File: config.mk
export PLATFORM = sky130hd
export DESIGN_NAME = etf_ctrl
export DESIGN_NICKNAME = d
export VERILOG_FILES = /design/src/rtl/etf_pkg.sv /design/src/rtl/etf_ctrl.sv
export SDC_FILE = /design/constraint.sdc
export NUM_CORES = 1
export LEC_CHECK = 0
export BUFFER_PORTS_ARGS = -buffer_cell sky130_fd_sc_hd__buf_4
export CAP_MARGIN = 0
export CORE_MARGIN = 4
export CORE_UTILIZATION = 50
export CTS_CLUSTER_SIZE = 16
export DETAILED_ROUTE_END_ITERATION = 10
export MAX_ROUTING_LAYER = met4
export PLACE_DENSITY = 0.73
export SLEW_MARGIN = 20
export SYNTH_ARGS = -nofsm -noshare
export SYNTH_HDL_FRONTEND = slang
export SYNTH_SLANG_ARGS = --single-unit
File: constraint.sdc
create_clock -name clk -period 2.8 [get_ports clk]
set_input_delay 0 -clock clk [delete_from_list [all_inputs] [get_ports clk]]
set_output_delay 0 -clock clk [all_outputs]
set_load 0.01 [all_outputs]
File: src/rtl/etf_pkg.sv
package etf_pkg;

	// palette size and derived widths
	localparam int NUM_COLORS = 256;
	localparam int CNT_W      = 10;
	localparam int COL_W      = $clog2(NUM_COLORS);
	localparam int NUM_W      = CNT_W + COL_W;
	localparam int DIVC_W     = $clog2(NUM_W + 1);
	localparam int STEP_W     = (DIVC_W > 3) ? DIVC_W : 3;

	// Q7.24 number
	typedef logic signed [31:0] fx_t;
	localparam fx_t FX_ONE  = 32'sh0100_0000;
	localparam fx_t FX_HALF = 32'sh0080_0000;

	// map selector codes
	localparam logic [3:0] FT_MANDEL  = 4'd0;
	localparam logic [3:0] FT_JULIA   = 4'd1;
	localparam logic [3:0] FT_BARN1   = 4'd2;
	localparam logic [3:0] FT_BARN2   = 4'd3;
	localparam logic [3:0] FT_BARN3   = 4'd4;
	localparam logic [3:0] FT_SPIDER  = 4'd5;
	localparam logic [3:0] FT_MANOWAR = 4'd6;
	localparam logic [3:0] FT_LAMBDA  = 4'd7;
	localparam logic [3:0] FT_SIERP   = 4'd8;

	// register indexes
	localparam logic [2:0] CFG_TYPE   = 3'd0;
	localparam logic [2:0] CFG_XORG   = 3'd1;
	localparam logic [2:0] CFG_YORG   = 3'd2;
	localparam logic [2:0] CFG_XSTEP  = 3'd3;
	localparam logic [2:0] CFG_YSTEP  = 3'd4;
	localparam logic [2:0] CFG_LIMIT  = 3'd5;
	localparam logic [2:0] CFG_JCX    = 3'd6;
	localparam logic [2:0] CFG_JCY    = 3'd7;

	// multiplier operand pairs
	typedef enum logic [3:0] {
		M_COL, M_ROW, M_XX, M_YY, M_XY, M_XCX, M_XCY, M_YCX, M_YCY,
		M_CXP, M_CYQ, M_CXQ, M_CYP, M_EXX, M_EYY
	} mul_sel_t;

	typedef struct packed {
		logic             load;
		logic             mul_go;
		mul_sel_t         mul_sel;
		logic             init;
		logic             lam;
		logic             upd;
		logic             div_load;
		logic             div_step;
		logic             res_load;
		logic [CNT_W-1:0] cnt;
		logic             esc;
	} dp_cmd_t;

	typedef struct packed {
		logic [3:0]       ftype;
		logic [CNT_W-1:0] limit;
		logic             mag_esc;
	} dp_stat_t;

	function automatic fx_t sat64(input logic signed [63:0] v);
		if (v > 64'sd2147483647) return 32'sh7fff_ffff;
		else if (v < -64'sd2147483648) return 32'sh8000_0000;
		else return v[31:0];
	endfunction

	function automatic logic signed [63:0] ext(input fx_t a);
		return {{32{a[31]}}, a};
	endfunction

	function automatic fx_t fadd(input fx_t a, input fx_t b);
		return sat64(ext(a) + ext(b));
	endfunction

	function automatic fx_t fsub(input fx_t a, input fx_t b);
		return sat64(ext(a) - ext(b));
	endfunction

	function automatic fx_t fneg(input fx_t a);
		return sat64(-ext(a));
	endfunction

	function automatic fx_t fdbl(input fx_t a);
		return fadd(a, a);
	endfunction

	function automatic fx_t fhalf(input fx_t a);
		return {a[31], a[31:1]};
	endfunction

	// product back to Q7.24, floor then saturate
	function automatic fx_t fmulp(input logic signed [63:0] p);
		return sat64(p >>> 24);
	endfunction

endpackage

File: src/rtl/etf_ctrl.sv
module etf_ctrl (
	input  logic               clk,
	input  logic               arst_n,
	input  logic               in_valid,
	output logic               in_ready,
	output logic               out_valid,
	input  logic               out_ready,
	output etf_pkg::dp_cmd_t   cmd,
	input  etf_pkg::dp_stat_t  stat
);
	import etf_pkg::*;

	typedef enum logic [3:0] {
		S_IDLE, S_COORD, S_CWAIT, S_INIT, S_MULA, S_WA, S_LAM, S_MULB,
		S_WB, S_UPD, S_ESC, S_WE, S_CHK, S_DLOAD, S_DIV, S_DONE
	} state_t;

	state_t             state_q;
	logic [STEP_W-1:0]  step_q;
	logic [CNT_W-1:0]   iter_q;
	logic               esc_q;
	logic               out_valid_q;
	logic               res_go;

	assign in_ready  = (state_q == S_IDLE);
	assign out_valid = out_valid_q;
	assign res_go    = (state_q == S_DONE) && (!out_valid_q || out_ready);

	// command decode
	always_comb begin
		cmd          = '0;
		cmd.mul_sel  = M_COL;
		cmd.cnt      = iter_q;
		cmd.esc      = esc_q;
		cmd.load     = in_valid && in_ready;
		cmd.init     = (state_q == S_INIT);
		cmd.lam      = (state_q == S_LAM);
		cmd.upd      = (state_q == S_UPD);
		cmd.div_load = (state_q == S_DLOAD);
		cmd.div_step = (state_q == S_DIV);
		cmd.res_load = res_go;
		unique case (state_q)
			S_COORD: begin
				cmd.mul_go  = 1'b1;
				cmd.mul_sel = step_q[0] ? M_ROW : M_COL;
			end
			S_MULA: begin
				cmd.mul_go = 1'b1;
				case (step_q[2:0])
					3'd0:    cmd.mul_sel = M_XX;
					3'd1:    cmd.mul_sel = M_YY;
					3'd2:    cmd.mul_sel = M_XY;
					3'd3:    cmd.mul_sel = M_XCX;
					3'd4:    cmd.mul_sel = M_XCY;
					3'd5:    cmd.mul_sel = M_YCX;
					default: cmd.mul_sel = M_YCY;
				endcase
			end
			S_MULB: begin
				cmd.mul_go = 1'b1;
				case (step_q[1:0])
					2'd0:    cmd.mul_sel = M_CXP;
					2'd1:    cmd.mul_sel = M_CYQ;
					2'd2:    cmd.mul_sel = M_CXQ;
					default: cmd.mul_sel = M_CYP;
				endcase
			end
			S_ESC: begin
				cmd.mul_go  = 1'b1;
				cmd.mul_sel = step_q[0] ? M_EYY : M_EXX;
			end
			default: cmd.mul_go = 1'b0;
		endcase
	end

	// sequencer
	always_ff @(posedge clk or negedge arst_n) begin
		if (!arst_n) begin
			state_q     <= S_IDLE;
			step_q      <= '0;
			iter_q      <= '0;
			esc_q       <= 1'b0;
			out_valid_q <= 1'b0;
		end else begin
			// result beat raised on load, dropped once taken
			out_valid_q <= res_go || (out_valid_q && !out_ready);
			unique case (state_q)
				S_IDLE: begin
					step_q <= '0;
					if (in_valid) state_q <= S_COORD;
				end
				S_COORD: begin
					step_q <= step_q + 1'b1;
					if (step_q[0]) state_q <= S_CWAIT;
				end
				S_CWAIT: state_q <= S_INIT;
				S_INIT: begin
					iter_q <= '0;
					esc_q  <= 1'b0;
					step_q <= '0;
					state_q <= (stat.limit == '0) ? S_DLOAD : S_MULA;
				end
				S_MULA: begin
					step_q <= step_q + 1'b1;
					if (step_q == STEP_W'(6)) state_q <= S_WA;
				end
				S_WA: state_q <= (stat.ftype == FT_LAMBDA) ? S_LAM : S_UPD;
				S_LAM: begin
					step_q  <= '0;
					state_q <= S_MULB;
				end
				S_MULB: begin
					step_q <= step_q + 1'b1;
					if (step_q == STEP_W'(3)) state_q <= S_WB;
				end
				S_WB: state_q <= S_UPD;
				S_UPD: begin
					step_q  <= '0;
					state_q <= S_ESC;
				end
				S_ESC: begin
					step_q <= step_q + 1'b1;
					if (step_q[0]) state_q <= S_WE;
				end
				S_WE: state_q <= S_CHK;
				S_CHK: begin
					step_q <= '0;
					priority if (stat.mag_esc) begin
						esc_q   <= 1'b1;
						state_q <= S_DLOAD;
					end else if ((iter_q + 1'b1) == stat.limit) begin
						iter_q  <= iter_q + 1'b1;
						state_q <= S_DLOAD;
					end else begin
						iter_q  <= iter_q + 1'b1;
						state_q <= S_MULA;
					end
				end
				S_DLOAD: begin
					step_q  <= '0;
					state_q <= (stat.limit == '0) ? S_DONE : S_DIV;
				end
				S_DIV: begin
					step_q <= step_q + 1'b1;
					if (step_q == STEP_W'(NUM_W - 1)) state_q <= S_DONE;
				end
				S_DONE: begin
					if (res_go) state_q <= S_IDLE;
				end
			endcase
		end
	end

endmodule

## Word level (Yosys, flattened, before mapping)

Index checks and enable logic that the tools add are counted.

| word-level totals | value |
|---|---|
| register bits after elaboration | 21 |
| input bits | 19 |
| output and inout port bits | 25 |

| cells by class | value |
|---|---|
| add/subtract/negate cells | 2 |
| eq/ne operators | 36 |
| muxes and demuxes | 24 |
| reduce and logical (&&, ||, !) cells | 19 |

Operators by type and width:

| kind | number |
|---|---|
| $pmux 4 s16 | 1 |
| $mux 4 | 11 |
| $eq 4x4->1 const B | 8 |
| $pmux 4 s6 | 1 |
| $eq 4x3->1 const B | 5 |
| $pmux 10 s2 | 1 |
| $ne 2x2->1 const B | 8 |
| $pmux 4 s4 | 1 |
| $add 10x1->10 const B | 1 |
| $eq 10x10->1 | 1 |
| $logic_not 10->1 | 1 |
| $mux 10 | 1 |
| $pmux 5 s2 | 1 |
| $pmux 3 s3 | 1 |
| $eq 4x2->1 const B | 2 |
| $reduce_and 7->1 | 1 |
| $eq 3x2->1 const B | 2 |
| $eq 3x3->1 const B | 2 |
| $reduce_or 6->1 | 1 |
| $add 5x1->5 const B | 1 |
| $eq 5x2->1 const B | 1 |
| $eq 5x3->1 const B | 1 |
| $eq 5x5->1 const B | 1 |
| $reduce_or 5->1 | 1 |
| other kinds (17) | 26 |

## Logic depth before layout (Yosys ltp)

Gate-level depths: netlist (run 1).

| logic depth | value |
|---|---|
| depth after elaboration | 5 |
| depth in mapped cells | 8 |
| mapped depth without buffers | 7 |

## Least setup slack after synthesis (run 1)

Ideal clock, no wire load.

| timing path | value |
|---|---|
| path type | reg-to-reg |
| from | reg step_q[0] |
| to | reg state_q[3] |
| library setup time | 0.086 ns |
| data arrival time | 2.054 ns |
| required time | 2.714 ns |
| slack | 0.660 ns |
| stages on the path, launching flop included | 9 |
| buffers on the path | 1 |
| clock period less this slack | 2.140 ns |
| path through | dfrtp_1 clkbuf_1 inv_1 ha_1 nor4bb_1 o32ai_1 a211oi_1 mux2_2 nor3_1 |

| between the ends | value |
|---|---|
| cells in the longest elaborated chain, start to end | 3 |
| elaborated cells on any way between the ends | 9 |

RTL lines:

| what | line | RTL |
|---|---|---|
| start, declared | etf_ctrl.sv:19 | `logic [STEP_W-1:0] step_q;` |
| start signal, assigned | etf_ctrl.sv:93 | `step_q <= step_q + 1'b1;` |
| start signal, assigned | etf_ctrl.sv:104 | `step_q <= step_q + 1'b1;` |
| start signal, assigned | etf_ctrl.sv:113 | `step_q <= step_q + 1'b1;` |
| $eq 5x2->1 (tied with other cells) | etf_ctrl.sv:114 | `if (step_q == STEP_W'(3)) state_q <= S_WB;` |
| $ne 2x2->1 (no source line) / $ne 2x1->1 (equally long branches) | - |  |
| $reduce_and 7->1 (no source line) * | - |  |
| end signal, assigned | etf_ctrl.sv:101 | `state_q <= (stat.limit == '0) ? S_DLOAD : S_MULA;` |
| end signal, assigned | etf_ctrl.sv:107 | `S_WA: state_q <= (stat.ftype == FT_LAMBDA) ? S_LAM : S_UPD;` |
| end signal, assigned | etf_ctrl.sv:141 | `state_q <= (stat.limit == '0) ? S_DONE : S_DIV;` |
| end, declared | etf_ctrl.sv:18 | `state_t state_q;` |

Every way passes the cells marked *; elsewhere a longest branch is shown, timed or not.
A chain may end at the register's enable or synchronous reset.

## Final worst setup path (run 1)

Same ends and word-level chain as after synthesis.

==> impl_metrics.json, run 1 <==
{
  "hp-class": "primary input to flop",
  "max_freq_ghz": 0.413,
  "clk_pin_slew_worst_paths_ps": 90,
  "critPathKind": "flop to flop",
  "cts_root_buffer": "clkbuf_8",
  "numCtsBuffers": 3,
  "post-place-cells": 360,
  "avgRoutedWirePerCell_um": 17.2,
  "postSynthRegisterBits": 21,
  "drc_errors": 0,
  "die_x_um": 74.6,
  "num_rows": 23,
  "fp.coreArea_um2": 4140,
  "diodes": 0,
  "cts.sinks": 21,
  "maxSlewHeadroom_pct": 61.0,
  "syn_nets": 314,
  "leakagePower_nw": 1.10,
  "cts-htree-levels": 1,
  "worstPathRequired_ps": 3000,
  "maxSlewViolCount": 0,
  "status": "complete, no violations",
  "cts_tree": "yes",
  "grt_setup_unrepaired": "false",
  "period_needed_ps": 2420,
  "synth-main-ff-cell": "dfrtp_1",
  "first_global_vias": 2143,
  "skew_ps": 7.30,
  "power_w": 0.00225,
  "die_y_um": 74.6,
  "vias_per_cell": 6.50,
  "avgSynthCellArea_um2": 7.75,
  "dp_hpwl_mm": 4.71,
  "grt_overflow_total": 0,
  "worstSetupStartpointType": "flop",
  "layout-drive-gt1-share_pct": 20.6,
  "gr-usage-all-layers_pct": 25.0,
  "synthToLayoutAreaGrowth_pct": 17.2,
  "clock_latency_ps": 270,
  "synth_common_cells": "nor2_1, o21ai_0, dfrtp_1",
  "grt_max_degree": 22,
  "totalWireLength_mm": 6.28,
  "worstPathArrival_ps": 2620,
  "ios": 44,
  "tns_ps": 0,
  "ys_warn_count": 0,
  "synth_top_area_cell": "dfrtp_1",
  "syn-cell-area_um2": 2220,
  "fin_cells": 365,
  "globalplace.congestion": 0.886,
  "crit_path_end_kind": "flop",
  "postCtsSetupBuffers": 0,
  "io_buffer_count": 43,
  "finalNetCount": 344,
  "grt_first_pass_wirelength_mm": 10.6,
  "dieArea_um2": 5560,
  "seq_area_frac_synth_pct": 23.7,
  "vias": 2373,
  "synth_cell_type_count": 63,
  "final.period_utilization_pct": 86.4,
  "drt-pass1-iter-count": 5,
  "synthCells": 286,
  "synth_top_area_share_pct": 23.7,
  "ys_top_cells_by_area": "dfrtp_1, o21ai_0, ha_1, nor2_1, nand2_1",
  "worstPathMaxFanout": 12,
  "drtAntennaViolNets": 0,
  "antenna_found_initial": 0,
  "final_hold_viol_count": 0,
  "synthArstFlopShare_pct": 100,
  "peakVddDrop_mv": 0.515,
  "tightest_slew_ps": 585,
  "n_fill_cell": 395,
  "drv_cap": 0,
  "synth_edf_count": 0,
  "drt_iter0_drc": 313,
  "power_density_nw_per_um2": 866,
  "finalSetupViolations": 0,
  "start_util_pct": 53.5,
  "clk_path_buf_depth": 2
}
where the power goes:
part           total, W  internal, W  switching (W)
Clock          0.000216    0.0000997       0.000117
Combinational   0.00142     0.000623       0.000794
Sequential     0.000617     0.000387       0.000230
Total           0.00225      0.00111        0.00114
per-stage QoR:
step                      worst slack, ps  util, %  instance area [um2]  hold slack [ps]
after floorplan                       660        -                 2220             -296
after global placement                558     61.4                 2540            -90.6
after global routing                  181     62.7                 2600             63.5
after detailed placement              453     61.4                 2540            -90.0
final                                 381     62.7                 2600             39.6
after CTS                             447     62.7                 2600             43.3
placed cells by master (no fill, tap or decap), drive strengths merged, types with 5 or more instances in the layout:
cell / synthesis / routed
buf: 10 / 50
nor2: 24 / 24
o21ai: 24 / 24
dfrtp: 21 / 21
nand2: 19 / 19
a21oi: 13 / 13
nand3: 11 / 11
nor3: 9 / 9
ha: 9 / 9
inv: 9 / 9
o31ai: 8 / 8
a31oi: 7 / 7
nand2b: 6 / 6
xnor2: 6 / 6
nor2b: 6 / 6
o211ai: 5 / 5
xor2: 5 / 5
nor4: 5 / 5
nand4: 5 / 5
final timing paths:
check / start / end / slack [ps] / cells after the start
max in group asynchronous: arst_n / step_q[1] / 2400 / 2
worst min register to register: iter_q[9] / iter_q[9] / 540 / 1
worst max register to register: step_q[0] / state_q[3] / 380 / 6
worst min-delay path: out_ready / out_valid / 40 / 3
min in group asynchronous: arst_n / iter_q[3] / 160 / 2
worst max-delay path: step_q[0] / state_q[3] / 380 / 6
cell type report:
cell class | count | area (um2) | share of cell area (%)
inverters | 10 | 37.5 | 1.44
repair buffers | 51 | 385 | 14.8
clock inverters | 1 | 5.00 | 0.193
well taps | 50 | 62.6 | 2.41
multi-input cells | 229 | 1540 | 59.3
clock buffers | 3 | 41.3 | 1.59
flip-flops and latches | 21 | 526 | 20.2
metal layers:
layer,vias up,track usage [%],share of wire [%]
met2,129,35.9,44
li1,1134,-,-
met1,1103,37.5,47
met5,-,-,0
met3,7,2.70,8.3
met4,0,5.73,0.81
kinds of logic after synthesis:
logic type | count (synthesis) | share of synthesized area (%)
buf+inv | 36 | 6.77
compound gates | 98 | 31.0
flops | 21 | 23.7
xor+xnor | 12 | 5.36
simple gates | 106 | 26.2
fa+ha+maj | 11 | 5.98
mux | 2 | 1.02
registers in the layout (all words and copies together) (netlist names):
name       flops
iter_q        10
step_q         5
state_q        4
esc_q          1
out_valid      1
worst max-delay path, cell delays in order, from the launching register on:
cell	delay [ps]
dfrtp_1	580
ha_1	350
nor4b_1	350
o32ai_2	160
a211oi_1	350
mux2_2	400
nor3_1	160
repair_timing:
action                                 CTS  global route
gates resized for setup                  0             0
hold buffers                             1             0
endpoints found under the hold margin   21             0
Note: power is estimated with default switching activity, not from simulation.
==> run 2, diff against run 1 <==
--- a/config.mk
+++ b/config.mk
@@ -8,11 +8,11 @@
 export BUFFER_PORTS_ARGS = -buffer_cell sky130_fd_sc_hd__buf_4
 export CAP_MARGIN = 0
 export CORE_MARGIN = 4
-export CORE_UTILIZATION = 50
+export CORE_UTILIZATION = 56
 export CTS_CLUSTER_SIZE = 16
 export DETAILED_ROUTE_END_ITERATION = 10
 export MAX_ROUTING_LAYER = met4
-export PLACE_DENSITY = 0.73
+export PLACE_DENSITY = 0.81
 export SLEW_MARGIN = 20
 export SYNTH_ARGS = -nofsm -noshare
 export SYNTH_HDL_FRONTEND = slang
==> impl_metrics.json, run 2 (same netlist as run 1, synthesis figures left out) <==
{
  "synthToLayoutAreaGrowth_pct": 17.4,
  "fin_cells": 364,
  "final.period_utilization_pct": 84.1,
  "cts.sinks": 21,
  "switchingPower_w": 0.00113,
  "worstPathArrival_ps": 2530,
  "cts_tree": "yes",
  "maxSlewHeadroom_pct": 55.7,
  "drtAntennaViolNets": 0,
  "clock_latency_ps": 260,
  "grt_setup_unrepaired": "false",
  "die_y_um": 70.9,
  "skew_ps": 9.65,
  "post-place-cells": 359,
  "worstPathMaxFanout": 12,
  "cts_root_buffer": "clkbuf_8",
  "tns_ps": 0,
  "first_global_vias": 2143,
  "leakagePower_nw": 1.11,
  "grt_overflow_total": 0,
  "top_register": "iter_q",
  "ios": 44,
  "ctsResizeCount": 0,
  "intPower_w": 0.00111,
  "antenna_found_initial": 0,
  "max_freq_ghz": 0.424,
  "postCtsSetupBuffers": 0,
  "clk_path_buf_depth": 2,
  "worstPathRequired_ps": 2980,
  "start_util_pct": 59.2,
  "largestRegisters": "iter_q x10, step_q x5, state_q x4",
  "num_rows": 22,
  "vias_per_cell": 6.54,
  "hp-class": "primary input to flop",
  "dp_hpwl_mm": 4.63,
  "rrSetupSlack_ps": 440,
  "r2r-start": "step_q[0]",
  "dieArea_um2": 5030,
  "r2r_end": "state_q[3]",
  "diodes": 0,
  "drt-pass1-iter-count": 5,
  "p_sw_share_pct": 50.3,
  "crit_end": "state_q[3]",
  "layout-drive-gt1-share_pct": 20.6,
  "drv_cap": 0,
  "combinationalPowerShare_pct": 62.9,
  "period_needed_ps": 2360,
  "crit_path_end_kind": "flop",
  "status": "complete, no violations",
  "finalNetCount": 345,
  "grt_first_pass_wirelength_mm": 10.2,
  "critPathKind": "flop to flop",
  "finalSetupViolations": 0,
  "fp.coreArea_um2": 3740,
  "p_seq_share_pct": 28.1,
  "drt_iter0_drc": 298,
  "tightest_slew_ps": 664,
  "reg2reg_depth": 6,
  "largest_reg_flops": 10,
  "final_util_pct": 69.5,
  "totalWireLength_mm": 6.11,
  "gr-usage-all-layers_pct": 25.4,
  "worstSetupStartpointType": "flop",
  "drc_errors": 0,
  "grt_max_degree": 22,
  "mostFrequentLayoutCell": "buf_4",
  "cts-htree-levels": 1,
  "clk_pin_slew_worst_paths_ps": 70,
  "power_density_nw_per_um2": 861,
  "layout_common_cells": "buf_4, nor2_1, o21ai_0",
  "avgRoutedWirePerCell_um": 16.8,
  "final_hold_viol_count": 0,
  "whs_ps": 46.1,
  "peakVddDrop_mv": 0.461,
  "clkPwrFrac_pct": 9.0,
  "vias": 2381,
  "cp-startpoint": "step_q[0]",
  "io_buffer_count": 43,
  "numCtsBuffers": 3,
  "globalplace.congestion": 0.974,
  "die_x_um": 70.9,
  "maxSlewViolCount": 0
}
run 2: routing by layer:
layer,part of all wire (%),track usage [%]
met2,45,37.7
met1,45,36.8
met5,0,-
met4,0.92,3.97
met3,9.1,4.69
run 2: final cells by class:
class / instances / area (um2)
Tap cell: 48 / 60.1
Timing Repair Buffer: 52 / 393
Multi-Input combinational cell: 229 / 1540
Inverter: 10 / 37.5
Fill cell: 323 / 1140
Sequential cell: 21 / 526
Clock buffer: 4 / 45.0
run 2: power by group through the flow:
stage | clock network [W] | logic [W] | registers, W
detailed placement | 0 | 0.00138 | 0.000628
floorplan | 0 | 0.00115 | 0.000450
global route | 0.000221 | 0.00156 | 0.000651
finish | 0.000202 | 0.00141 | 0.000629
CTS | 0.000208 | 0.00139 | 0.000620
global placement | 0 | 0.00136 | 0.000622
run 2: worst max-delay path, cell delays in order (launching register included):
cell      delay, ps
dfrtp_1         550
ha_1            340
nor4b_1         350
o32ai_2         160
a211oi_1        350
mux2_2          380
nor3_1          160
run 2: what timing repair did:
item,4_1_cts,5_1_grt
hold buffers,1,0
endpoints found under the hold margin,21,0
setup endpoints to repair,0,0
run 2: worst min-delay path by stage:
stage	from	to	slack (ps)	cells after the start
3_3_place_gp	arst_n	iter_q[0]	-90	1
4_1_cts	out_ready	out_valid	40	3
2_1_floorplan	arst_n	esc_q	-300	0
6_report	out_ready	out_valid	50	3
5_1_grt	out_ready	out_valid	90	3
3_5_place_dp	arst_n	iter_q[2]	-90	1
run 2: stage by stage:
step | setup WS (ps) | total power (W) | cell area [um2]
finish | 444 | 0.00224 | 2600
global placement | 574 | 0.00198 | 2550
detailed placement | 493 | 0.00201 | 2550
CTS | 479 | 0.00222 | 2600
floorplan | 660 | 0.00160 | 2220
global route | 261 | 0.00243 | 2600
